`src/rtl/core/cwl_pkg.sv`:
```
// ----------------------------------------------------------------------------
// cwl_pkg: shared types and codes for the card ID whitelist table
// Holds the channel words, the scan token, the table update command and the
// operation and status codes.
// ----------------------------------------------------------------------------
package cwl_pkg;

    // Slot numbers are 1-based and reach the largest supported table depth.
    localparam int SLOT_W = 8;

    localparam logic [1:0] OP_LOOKUP = 2'd0;
    localparam logic [1:0] OP_ADD    = 2'd1;
    localparam logic [1:0] OP_DELETE = 2'd2;
    localparam logic [1:0] OP_ERASE  = 2'd3;

    localparam logic [1:0] ST_OK          = 2'd0;
    localparam logic [1:0] ST_PRESENT     = 2'd1;
    localparam logic [1:0] ST_FULL        = 2'd2;
    localparam logic [1:0] ST_NOT_PRESENT = 2'd3;

    typedef struct packed {
        logic [1:0]  operation;
        logic [31:0] card_id;
    } t_in_word;

    typedef struct packed {
        logic       found;
        logic [6:0] slot;
        logic       is_master;
        logic [1:0] status;
        logic [6:0] entries_now;
    } t_out_word;

    // Search token handed from cell to cell, one cell per cycle.
    typedef struct packed {
        logic              valid;
        logic              live;   // probe may match at all
        logic              found;
        logic [SLOT_W-1:0] slot;
    } t_tok;

    // Table update, applied to every cell in one cycle.
    typedef struct packed {
        logic              add_en;
        logic              del_en;
        logic              clr_en;
        logic [SLOT_W-1:0] del_idx;  // 0-based index of the removed entry
    } t_upd;

endpackage

```
`src/rtl/core/cwl_cell.sv`:
```
// ----------------------------------------------------------------------------
// cwl_cell: one entry of the whitelist table
// Stores one card ID and its in-use bit, checks the passing search token
// against the probe, and takes part in append, shift-down and clear.
// ----------------------------------------------------------------------------
module cwl_cell
    import cwl_pkg::*;
#(
    parameter int IDX = 0
) (
    input  logic        i_clk,
    input  logic        i_rst_n,
    input  logic [31:0] i_probe,
    input  t_tok        i_tok,
    output t_tok        o_tok,
    input  t_upd        i_upd,
    input  logic        i_prev_used,
    input  logic        i_next_used,
    input  logic [31:0] i_next_id,
    output logic        o_used,
    output logic [31:0] o_id
);

    localparam logic [SLOT_W-1:0] MY_IDX  = SLOT_W'(IDX);
    localparam logic [SLOT_W-1:0] MY_SLOT = SLOT_W'(IDX + 1);

    logic [31:0] r_id;
    logic        r_used;
    t_tok        r_tok;
    t_tok        n_tok;
    logic        hit;

    assign hit = r_used && (r_id == i_probe);

    always_comb begin
        n_tok = i_tok;
        if (i_tok.valid && i_tok.live && !i_tok.found && hit) begin
            n_tok.found = 1'b1;
            n_tok.slot  = MY_SLOT;
        end
    end

    always_ff @(posedge i_clk) begin
        if (!i_rst_n) begin
            r_tok.valid <= 1'b0;
        end else begin
            r_tok.valid <= n_tok.valid;
        end
        r_tok.live  <= n_tok.live;
        r_tok.found <= n_tok.found;
        r_tok.slot  <= n_tok.slot;
    end

    always_ff @(posedge i_clk) begin
        if (!i_rst_n) begin
            r_used <= 1'b0;
        end else if (i_upd.clr_en) begin
            r_used <= 1'b0;
        end else if (i_upd.del_en && (MY_IDX >= i_upd.del_idx)) begin
            // shift down: take the neighbor's entry
            r_used <= i_next_used;
        end else if (i_upd.add_en && !r_used && i_prev_used) begin
            r_used <= 1'b1;
        end
    end

    always_ff @(posedge i_clk) begin
        if (i_upd.del_en && (MY_IDX >= i_upd.del_idx)) begin
            r_id <= i_next_id;
        end else if (i_upd.add_en && !r_used && i_prev_used) begin
            r_id <= i_probe;
        end
    end

    assign o_tok  = r_tok;
    assign o_used = r_used;
    assign o_id   = r_id;

endmodule
```
`config.mk`:
```
export PLATFORM = sky130hd
export DESIGN_NAME = cwl_cell
export DESIGN_NICKNAME = d
export VERILOG_FILES = /design/src/rtl/core/cwl_pkg.sv /design/src/rtl/core/cwl_cell.sv
export SDC_FILE = /design/constraint.sdc
export NUM_CORES = 1
export LEC_CHECK = 0
export ABC_AREA = 1
export ABC_CLOCK_PERIOD_IN_PS = 3050
export BUFFER_PORTS_ARGS = -buffer_cell sky130_fd_sc_hd__buf_2
export CAP_MARGIN = 20
export CELL_PAD_IN_SITES_DETAIL_PLACEMENT = 0
export CELL_PAD_IN_SITES_GLOBAL_PLACEMENT = 1
export CORE_MARGIN = 5
export CORE_UTILIZATION = 33
export CTS_CLUSTER_SIZE = 40
export DETAILED_ROUTE_END_ITERATION = 8
export HOLD_SLACK_MARGIN = 0.06
export PLACE_DENSITY_LB_ADDON = 0.1
export SLEW_MARGIN = 20
export SYNTH_ARGS = -nofsm -noshare
export SYNTH_HDL_FRONTEND = slang
export SYNTH_SLANG_ARGS = --single-unit
```
`constraint.sdc`:
```
create_clock -name i_clk -period 3.05 [get_ports i_clk]
set_input_delay 0 -clock i_clk [delete_from_list [all_inputs] [get_ports i_clk]]
set_output_delay 0 -clock i_clk [all_outputs]
set_load 0.02 [all_outputs]
```
==> results of run 1 <==
cells in the final DEF (no fill, tap or decap):
| master | count |
|---|---|
| buf_2 | 133 |
| nand2_1 | 131 |
| dlygate4sd3_1 | 69 |
| inv_1 | 56 |
| edfxtp_1 | 32 |
| nor2_1 | 30 |
| o21ai_2 | 17 |
| dfxtp_1 | 12 |
| xnor2_1 | 10 |
| clkbuf_8 | 5 |
| nand3_1 | 4 |
| o21ai_0 | 4 |
| nor3_2 | 2 |
| inv_2 | 2 |
| o21ai_1 | 2 |
| nand4_2 | 1 |
| nand2_2 | 1 |
| inv_4 | 1 |
| xor2_1 | 1 |
| nand3_2 | 1 |
| nor2_4 | 1 |
| nand4_1 | 1 |
| clkbuf_16 | 1 |
| clkbuf_1 | 1 |
| clkinv_2 | 1 |
logic make-up after synthesis:
| group | Yosys count | synth area share |
|---|---|---|
| DFF | 44 | 0.490 |
| buffers and inverters | 65 | 0.117 |
| and+or+nand+nor | 172 | 0.281 |
| AOI/OAI and AO/OA | 23 | 0.0730 |
| xor gates and xnor gates | 11 | 0.0393 |
registers in the layout (all words and copies together), names as in the netlist:
name,flops
o_tok,11
o_id,32
o_used,1
metrics by stage:
stage / util / cell area (um^2) / total power [uW] / std cells
2_1_floorplan: - / 2450 / 821 / 315
3_3_place_gp: 0.439 / 3180 / 927 / 541
3_5_place_dp: 0.439 / 3180 / 927 / 541
4_1_cts: 0.548 / 3970 / 1410 / 618
5_1_grt: 0.548 / 3970 / 1470 / 618
6_report: 0.548 / 3970 / 1390 / 618
synth_stat cells:
cell type	number
nand2_1	132
inv_1	56
edfxtp_1	32
nor2_1	30
o21ai_2	17
dfxtp_1	12
xnor2_1	10
buf_6	4
nand3_1	4
o21ai_0	4
inv_2	2
nor3_2	2
o21ai_1	2
buf_8	1
clkbuf_1	1
inv_4	1
nand3_2	1
nand4_1	1
nand4_2	1
nor2_4	1
xor2_1	1
final timing paths:
check,start,end
max,i_upd[5],o_id[14]
max reg2reg,o_used,o_id[15]
min,i_probe[22],o_id[22]
min reg2reg,o_used,o_used
power by group:
part           internal (uW)  switching, uW
clock                    210            197
combinational            156            136
sequential               673           14.4
final cells by class:
cell class | count | area, um^2 | area share
inverters | 59 | 224 | 0.0564
multi-input cells | 206 | 966 | 0.243
repair buffers | 202 | 1360 | 0.341
well taps | 99 | 124 | 0.0312
clock buffers | 7 | 97.6 | 0.0246
flip-flops and latches | 44 | 1200 | 0.302
clock inverters | 1 | 5.00 | 0.00126
metal layers:
| metal | share of wire | vias up |
|---|---|---|
| met3 | 0.070 | 8 |
| li1 | - | 1357 |
| met4 | 0.015 | 0 |
| met5 | 0 | - |
| met2 | 0.50 | 77 |
| met1 | 0.42 | 1074 |
worst max-delay path: cells and delay by family:
| kind | cells | cell delay (ns) |
|---|---|---|
| buf+inv | 4 | 1.33 |
| simple gates | 3 | 0.54 |
| compound gates | 1 | 0.11 |
==> results.py, run 1 <==
metrics = {
    "die": {
        "core_area_um2": 7250,
        "die_footprint_um2": 9260,
        "die_y_um": 96.2,
        "start_util": 0.338,
        "die_width_um": 96.2,
        "floorplan.rows": 31,
        "boundaryPins": 134,
    },
    "route": {
        "drtAntennaViolNets": 0,
        "routed_via_density": 4.07,
        "first_pass_iters": 4,
        "drcViolationCount": 0,
        "avgRoutedWirePerCell_um": 11.0,
        "drt-initial-drc-count": 65,
        "total_number_of_vias": 2516,
        "route.final.wire_length_mm": 6.78,
    },
    "worst_setup_path": {
        "ff2ff_setup_slack_ns": 1.55,
        "worst-endpoint-arrival_ns": 2.01,
        "cp_slowest_stage_delay_ns": 0.63,
        "start_kind": "input pin",
        "ff2ff_path_depth": 3,
        "critPathKind": "in -> reg",
        "critical_path_peak_fanout": 53,
        "critical_path.cell_chain": "buf_2 > inv_1 > nand2_1 > nor3_2 > nand4_2 > inv_4 > o21ai_1 > dlygate4sd3_1",
        "crit_path_top_delay_cell": "inv_4",
        "worst-endpoint-required_ns": 3.09,
        "critPathCaptureType": "register",
    },
    "timing": {
        "final_period_minus_worst_setup_slack_ns": 1.97,
        "hold-worst-slack_ns": 0.0695,
        "final-max-slew-violation-count": 0,
        "final-hold-violation-count": 0,
        "timing.setup.tns_ns": 0,
        "grt_setup_unrepaired": "no",
        "tightest_slew_ns": 0.841,
        "setup-violations-final": 0,
        "finalClockSkew_ns": 0.00610,
        "max_clock_freq_mhz": 508,
        "setup_slack_of_the_critical_path_after_layout_ns": 1.08,
        "max_slew_margin": 0.437,
        "min_period_over_period": 0.646,
    },
    "clock_tree": {
        "clk_path_buf_depth": 2,
        "numCtsBuffers": 5,
        "cts_hold_buf": 69,
        "tritoncts": "yes",
        "clk_latency_worst_skew_pair_ns": 0.29,
        "clkTransAtPathRegs_ns": 0.08,
        "cts_max_level": 2,
        "cts_root_cell": "clkbuf_8",
        "cts_resized": 0,
        "cts_post_setup_buffers_inserted": 0,
        "cts_sinks": 44,
    },
    "global_routing": {
        "first_global_vias": 2399,
        "grt_util_met1": 0.171,
        "grt_pass1_wl_mm": 10.4,
        "gr-usage-met3": 0.0352,
        "grt_busiest_layer": "met2",
        "global_route.usage.met2": 0.258,
        "grt_overflow_total": 0,
        "grt_antenna_before_repair": 0,
        "grt_usage": 0.146,
        "grt_max_degree": 54,
    },
    "placement": {
        "sum_of_net_half_perimeters_after_detailed_placement_mm": 4.87,
        "globalplace.congestion": 0.744,
        "dp_slack_ns": 1.17,
        "number_of_port_buffers": 133,
    },
    "hold_path": {
        "timing.hold.worst.class": "in -> reg",
        "hold_depth": 3,
    },
    "synthesis": {
        "postSynthNetCount": 405,
        "ys_ff_latch": 44,
        "synth-seq-area-share": 0.490,
        "yosys.cell_types.count": 21,
        "yosys.area.top_type": "edfxtp_1",
        "average_cell_area_after_synthesis_um2": 7.79,
        "synth_cells": 315,
        "yosys.area.top_type_share": 0.392,
        "synthTopCellsByArea": "edfxtp_1 (39%), nand2_1 (20%), dfxtp_1 (9.8%)",
        "post_synth_instance_area_um2": 2450,
        "yosysWarningCount": 0,
    },
    "pwr": {
        "peakVddDrop_v": 0.000181,
        "p_per_area_nw_per_um2": 349,
        "leakage_uw": 0.00204,
    },
    "run": {
        "max_cap_violations": 0,
    },
    "finish": {
        "antenna-diode-count": 0,
        "post_route_cells_drive_above_1_share": 0.320,
        "final_net_count": 608,
        "fill_cells": 702,
        "area.growth.synth_to_final_pct": 62.0,
    },
    "outcome": {
        "run_status": "completed",
    },
}
(Power assumes the default switching activity.)
==> run 2: changes to the inputs <==
--- a/config.mk
+++ b/config.mk
@@ -6,13 +6,13 @@
 export NUM_CORES = 1
 export LEC_CHECK = 0
 export ABC_AREA = 1
-export ABC_CLOCK_PERIOD_IN_PS = 3050
+export ABC_CLOCK_PERIOD_IN_PS = 1800
 export BUFFER_PORTS_ARGS = -buffer_cell sky130_fd_sc_hd__buf_2
 export CAP_MARGIN = 20
 export CELL_PAD_IN_SITES_DETAIL_PLACEMENT = 0
 export CELL_PAD_IN_SITES_GLOBAL_PLACEMENT = 1
 export CORE_MARGIN = 5
-export CORE_UTILIZATION = 33
+export CORE_UTILIZATION = 28
 export CTS_CLUSTER_SIZE = 40
 export DETAILED_ROUTE_END_ITERATION = 8
 export HOLD_SLACK_MARGIN = 0.06
==> constraint.sdc (replaced) <==
create_clock -name i_clk -period 1.8 [get_ports i_clk]
set_input_delay 0 -clock i_clk [delete_from_list [all_inputs] [get_ports i_clk]]
set_output_delay 0 -clock i_clk [all_outputs]
set_load 0.02 [all_outputs]
==> run 2 against run 1 <==
Combinational power up 71%. Cell count increased by 1.8%. Count of clock-buffer cells in the layout is 1 lower. First-iteration DRC count is 15% lower. Worst hold slack got worse by 0.0075 ns. Sequential power up 69%. Via count is 1.1% higher. Clock power is 64% higher. Global-route usage decreased by 1.0 points. Register-to-register slack got worse by 1.1 ns. Critical path depth shrank 1. Largest cell class unchanged. Largest power group unchanged.
==> results.py, run 2 (synthesis results as in run 1) <==
metrics = {
    "outcome": {
        "run_status": "completed",
    },
    "route": {
        "first_pass_iters": 5,
        "route.final.wire_length_mm": 7.21,
        "drt-initial-drc-count": 55,
        "drtAntennaViolNets": 0,
        "routed_via_density": 4.04,
        "avgRoutedWirePerCell_um": 11.5,
        "total_number_of_vias": 2544,
        "drcViolationCount": 0,
    },
    "global_routing": {
        "grt_antenna_before_repair": 0,
        "grt_usage": 0.135,
        "first_global_vias": 2587,
        "grt_overflow_total": 0,
        "grt_max_degree": 34,
        "grt_pass1_wl_mm": 12.0,
    },
    "placement": {
        "number_of_port_buffers": 133,
        "sum_of_net_half_perimeters_after_detailed_placement_mm": 5.46,
        "dpl-instance-area_um2": 3250,
        "globalplace.congestion": 0.726,
    },
    "die": {
        "start_util": 0.284,
        "boundaryPins": 134,
        "die_footprint_um2": 10700,
        "floorplan.rows": 34,
        "die_y_um": 104,
        "core_area_um2": 8640,
        "die_width_um": 104,
    },
    "finish": {
        "non_filler_cell_area_final_um2": 4010,
        "layout.cells.most_common_list": "buf_2 (133), nand2_1 (132), dlygate4sd3_1 (66)",
        "post_route_cells_drive_above_1_share": 0.328,
        "most_frequent_standard_cell_in_the_layout_excluding_fill_and_tap_cells": "buf_2",
        "final_util": 0.464,
        "largest_reg_flops": 32,
        "final_net_count": 610,
        "antenna-diode-count": 0,
        "area.growth.synth_to_final_pct": 63.4,
    },
    "clock_tree": {
        "tritoncts": "yes",
        "cts_root_cell": "clkbuf_8",
        "cts_sinks": 44,
        "cts_post_setup_buffers_inserted": 0,
        "cts_resized": 0,
        "clk_path_buf_depth": 2,
        "clk_latency_worst_skew_pair_ns": 0.30,
        "cts_max_level": 2,
        "cts_hold_buf": 66,
        "clkTransAtPathRegs_ns": 0.10,
        "numCtsBuffers": 5,
    },
    "worst_setup_path": {
        "worst-endpoint-arrival_ns": 1.95,
        "start_kind": "input pin",
        "critical_path_peak_fanout": 1,
        "critPathKind": "in -> reg",
        "critPathCaptureType": "register",
        "worst-endpoint-required_ns": 2.05,
    },
    "timing": {
        "tightest_slew_ns": 0.353,
        "final-hold-violation-count": 0,
        "timing.setup.tns_ns": 0,
        "grt_setup_unrepaired": "no",
        "final-max-slew-violation-count": 0,
        "max_clock_freq_mhz": 588,
        "max_slew_margin": 0.764,
        "final_period_minus_worst_setup_slack_ns": 1.70,
        "min_period_over_period": 0.945,
        "finalClockSkew_ns": 0.0128,
        "setup-violations-final": 0,
    },
    "pwr": {
        "power.switching_fraction": 0.263,
        "peakVddDrop_v": 0.000328,
        "comb_power_share": 0.214,
        "p_sw_uw": 613,
        "seq_power_share": 0.499,
        "p_per_area_nw_per_um2": 582,
        "cell_internal_pwr_uw": 1720,
        "clock_power_share": 0.287,
        "leakage_uw": 0.00205,
    },
    "hold_path": {
        "timing.hold.worst.class": "in -> reg",
    },
    "run": {
        "max_cap_violations": 0,
    },
}
[run 2: worst max-delay path, stage by stage]
cell	delay [ns]
dlygate4sd3_1	0.52
buf_2	0.12
nor2_1	0.08
dlygate4sd3_1	0.54
o21ai_0	0.06
dlygate4sd3_1	0.55
nor2_1	0.08
[run 2: area by class of cell]
class / instances / area, um^2
fill: 894 / 4630
timing repair buffer: 204 / 1390
sequential: 44 / 1200
multi-input combinational: 206 / 963
inverter: 59 / 224
tap: 108 / 135
clock buffer: 6 / 82.6
clock inverter: 2 / 12.5
[run 2: metrics by stage]
step                power, uW  std cells  setup slack [ns]  hold slack (ns)
CTS                      2370        629            0.0810           0.0614
global route             2470        629            0.0454           0.0701
global placement         1580        555             0.352            0.119
floorplan                1390        315             0.160           0.0277
finish                   2330        629            0.0982           0.0620
detailed placement       1580        555             0.339            0.118
[run 2: path summary, 6_finish.rpt]
check,start,to,slack (ns),cells past startpoint
worst max register to register,o_id[31],o_tok[3],0.41,8
worst min register to register,o_used,o_used,0.50,2
worst min-delay path,i_probe[3],o_id[3],0.06,3
worst max-delay path,i_upd[8],o_used,0.1,7
[run 2: power by group through the flow]
stage | clock [uW] | sequential, uW | combinational (uW)
2_1_floorplan | 0 | 1240 | 146
3_3_place_gp | 0 | 1190 | 393
3_5_place_dp | 0 | 1190 | 397
4_1_cts | 695 | 1170 | 506
5_1_grt | 741 | 1170 | 557
6_report | 670 | 1160 | 499
[run 2: per-layer routing]
metal / vias up / GRT usage / part of all wire
met4: 0 / 0.0497 / 0.024
met3: 14 / 0.0404 / 0.068
met5: - / 0 / 0
met2: 81 / 0.231 / 0.48
met1: 1086 / 0.160 / 0.43
li1: 1363 / - / -
==> run 3: changes to the inputs <==
--- a/config.mk
+++ b/config.mk
@@ -5,14 +5,13 @@
 export SDC_FILE = /design/constraint.sdc
 export NUM_CORES = 1
 export LEC_CHECK = 0
-export ABC_AREA = 1
 export ABC_CLOCK_PERIOD_IN_PS = 1800
 export BUFFER_PORTS_ARGS = -buffer_cell sky130_fd_sc_hd__buf_2
 export CAP_MARGIN = 20
 export CELL_PAD_IN_SITES_DETAIL_PLACEMENT = 0
 export CELL_PAD_IN_SITES_GLOBAL_PLACEMENT = 1
 export CORE_MARGIN = 5
-export CORE_UTILIZATION = 28
+export CORE_UTILIZATION = 30
 export CTS_CLUSTER_SIZE = 40
 export DETAILED_ROUTE_END_ITERATION = 8
 export HOLD_SLACK_MARGIN = 0.06
==> run 3 against run 2 <==
Wire length shrank 0.12%. Setup slack worse by 0.0025 ns. Sequential share of layout area fell by 0.056 points. Largest power group unchanged.
==> results.py, run 3 <==
metrics = {
    "outcome": {
        "run_status": "completed",
    },
    "worst_setup_path": {
        "worst-endpoint-arrival_ns": 1.89,
        "worst-endpoint-required_ns": 1.99,
        "critPathKind": "reg -> reg",
        "ff2ff_setup_slack_ns": 0.1,
        "critical_path_peak_fanout": 7,
        "start_kind": "register",
        "crit_path_top_delay_cell": "nor4_2",
        "timing.rr.start": "o_id[22]",
        "cp_slowest_stage_delay_ns": 0.42,
        "ff2ff_path_depth": 4,
        "critical_path.cell_chain": "xor2_1 > nor4_2 > nand4_2 > o31a_1",
        "critPathCaptureType": "register",
        "rr_endpoint": "o_tok[6]",
    },
    "placement": {
        "dp_slack_ns": -0.00874,
        "globalplace.congestion": 0.784,
        "number_of_port_buffers": 133,
        "sum_of_net_half_perimeters_after_detailed_placement_mm": 4.91,
    },
    "finish": {
        "post_route_cells_drive_above_1_share": 0.520,
        "final_util": 0.551,
        "antenna-diode-count": 0,
        "largest_reg_flops": 32,
        "layout.cells.most_common_list": "buf_2 (133), dlygate4sd3_1 (80), xor2_1 (32), edfxtp_1 (32), mux2_4 (29)",
        "area.growth.synth_to_final_pct": 77.5,
        "fill_cells": 649,
        "final_net_count": 460,
        "most_frequent_standard_cell_in_the_layout_excluding_fill_and_tap_cells": "buf_2",
    },
    "die": {
        "floorplan.rows": 31,
        "boundaryPins": 134,
        "die_y_um": 96.8,
        "core_area_um2": 7290,
        "die_footprint_um2": 9380,
        "die_width_um": 96.8,
        "start_util": 0.310,
    },
    "timing": {
        "final-max-slew-violation-count": 0,
        "min_period_over_period": 0.947,
        "tightest_slew_ns": 0.457,
        "grt_setup_unrepaired": "no",
        "max_slew_margin": 0.693,
        "max_clock_freq_mhz": 587,
        "setup_slack_of_the_critical_path_after_layout_ns": 0.0957,
        "setup-violations-final": 0,
        "finalClockSkew_ns": 0.00635,
        "final_period_minus_worst_setup_slack_ns": 1.70,
        "final-hold-violation-count": 0,
    },
    "global_routing": {
        "first_global_vias": 2310,
        "grt_max_degree": 30,
        "grt_overflow_total": 0,
        "grt_antenna_before_repair": 0,
        "grt_pass1_wl_mm": 11.8,
        "grt_usage": 0.153,
    },
    "clock_tree": {
        "cts_sinks": 44,
        "clk_path_buf_depth": 2,
        "clk_latency_worst_skew_pair_ns": 0.29,
        "numCtsBuffers": 5,
        "clkTransAtPathRegs_ns": 0.09,
        "cts_max_level": 2,
        "cts_root_cell": "clkbuf_8",
        "tritoncts": "yes",
    },
    "synthesis": {
        "synthTopCellsByArea": "edfxtp_1 (42%), mux2_4 (19%), xor2_1 (12%)",
        "synth_commonest_cells": "edfxtp_1 (32), xor2_1 (32), mux2_4 (29)",
        "postSynthNetCount": 235,
        "synth_edf_count": 32,
        "postSynth.asyncResetShare": 0,
        "yosys.cell_types.count": 24,
        "yosysWarningCount": 0,
        "average_cell_area_after_synthesis_um2": 15.6,
        "yosys.area.top_type_share": 0.425,
        "yosys.area.top_type": "edfxtp_1",
        "synth_cells": 145,
        "synth_top_flop_cell": "edfxtp_1",
        "ys_ff_latch": 44,
        "synth-seq-area-share": 0.531,
        "post_synth_instance_area_um2": 2260,
    },
    "route": {
        "avgRoutedWirePerCell_um": 15.3,
        "first_pass_iters": 4,
        "wl_met3_um": 470,
        "highest-signal-layer": "met4",
        "wl_met1_mm": 2.89,
        "routed_via_density": 4.36,
        "drt-initial-drc-count": 32,
        "total_number_of_vias": 2048,
        "route.final.wire_length_mm": 7.20,
        "detailroute.wirelength.met2_mm": 3.77,
        "drcViolationCount": 0,
        "drtAntennaViolNets": 0,
    },
    "pwr": {
        "p_per_area_nw_per_um2": 574,
        "leakage_uw": 0.00187,
        "peakVddDrop_v": 0.000331,
    },
    "hold_path": {
        "hold_path_startpoint": "i_prev_used",
        "timing.hold.worst.class": "in -> reg",
        "hold_depth": 3,
        "min_delay_worst_endpoint": "o_used",
    },
    "run": {
        "max_cap_violations": 0,
    },
}
==> run 3: cell types whose count changed in the layout (fill, tap and decap cells not counted), moves of 6 or more <==
cell / delta
xor2_1: +31
o31a_1: +7
nor4_2: +6
xnor2_1: -10
o21ai_2: -17
mux2_4: +29
nand2_1: -131
dlygate4sd3_1: +14
nor2_1: -28
inv_1: -54
==> run 3: worst max path at each step <==
stage | from | to | depth (start not counted) | slack [ns]
finish | o_id[22] | o_tok[6] | 4 | 0.1
global route | o_id[9] | o_tok[4] | 6 | 0.002
CTS | i_upd[5] | o_id[0] | 6 | 0.01
detailed placement | o_id[9] | o_tok[6] | 6 | -0.009
global placement | o_id[3] | o_tok[2] | 6 | 0.02
floorplan | o_used | o_id[0] | 1 | 0.09
==> run 3: cells by family (layout without fill, tap and decap cells) <==
logic type	count (synthesis)	after routing	synth area share
AO/OA/AOI/OAI	12	12	0.0431
XOR/XNOR	32	32	0.124
buffers and inverters	5	231	0.0183
flip-flops	44	44	0.531
multiplexers	32	32	0.207
AND/OR/NAND/NOR	20	20	0.0763
==> run 3: per-stage QoR <==
step,instance area [um^2],instances,hold WS [ns],TNS [ns],total power (uW)
4_1_cts,3990,468,0.0653,0,2340
2_1_floorplan,2270,145,0.0277,0,1380
5_1_grt,4020,470,0.102,0,2420
3_3_place_gp,3100,380,0.120,0,1570
3_5_place_dp,3100,380,0.130,-0.0292,1570
6_report,4020,470,0.0824,0,2310
==> run 3: power by group <==
part	internal [uW]	switching [uW]
Clock	271	344
Sequential	1140	24.1
Combinational	308	219
==> run 3: cell type report <==
type	count	area (um^2)	share of cell area
repair buffers	221	1550	0.386
multi-input cells	96	1040	0.260
well taps	99	124	0.0309
flip-flops and latches	44	1200	0.299
clock inverters	3	18.8	0.00467
clock buffers	5	68.8	0.0171
inverters	2	7.51	0.00187
==> run 3: what timing repair did <==
item / 4_1_cts / 5_1_grt
endpoints found under the setup margin: 7 / 11
hold buffers: 80 / 0
hold endpoints to repair: 44 / 0
pin swaps: 0 / 1
gates cloned: 0 / 0
buffers inserted: 0 / 2
gates resized for setup: 1 / 1
==> run 3: critical path: cells and delay by family (launching register included) <==
kind                      cells  cell delay (ns)
AOI/OAI and AO/OA             1             0.34
xor gates and xnor gates      1             0.17
DFF                           1             0.40
and+or+nand+nor               2             0.69
==> run 3: layer usage <==
layer	global-route usage	up-vias
met5	0	-
li1	-	998
met1	0.176	957
met4	0.0335	0
met3	0.0453	9
met2	0.281	84
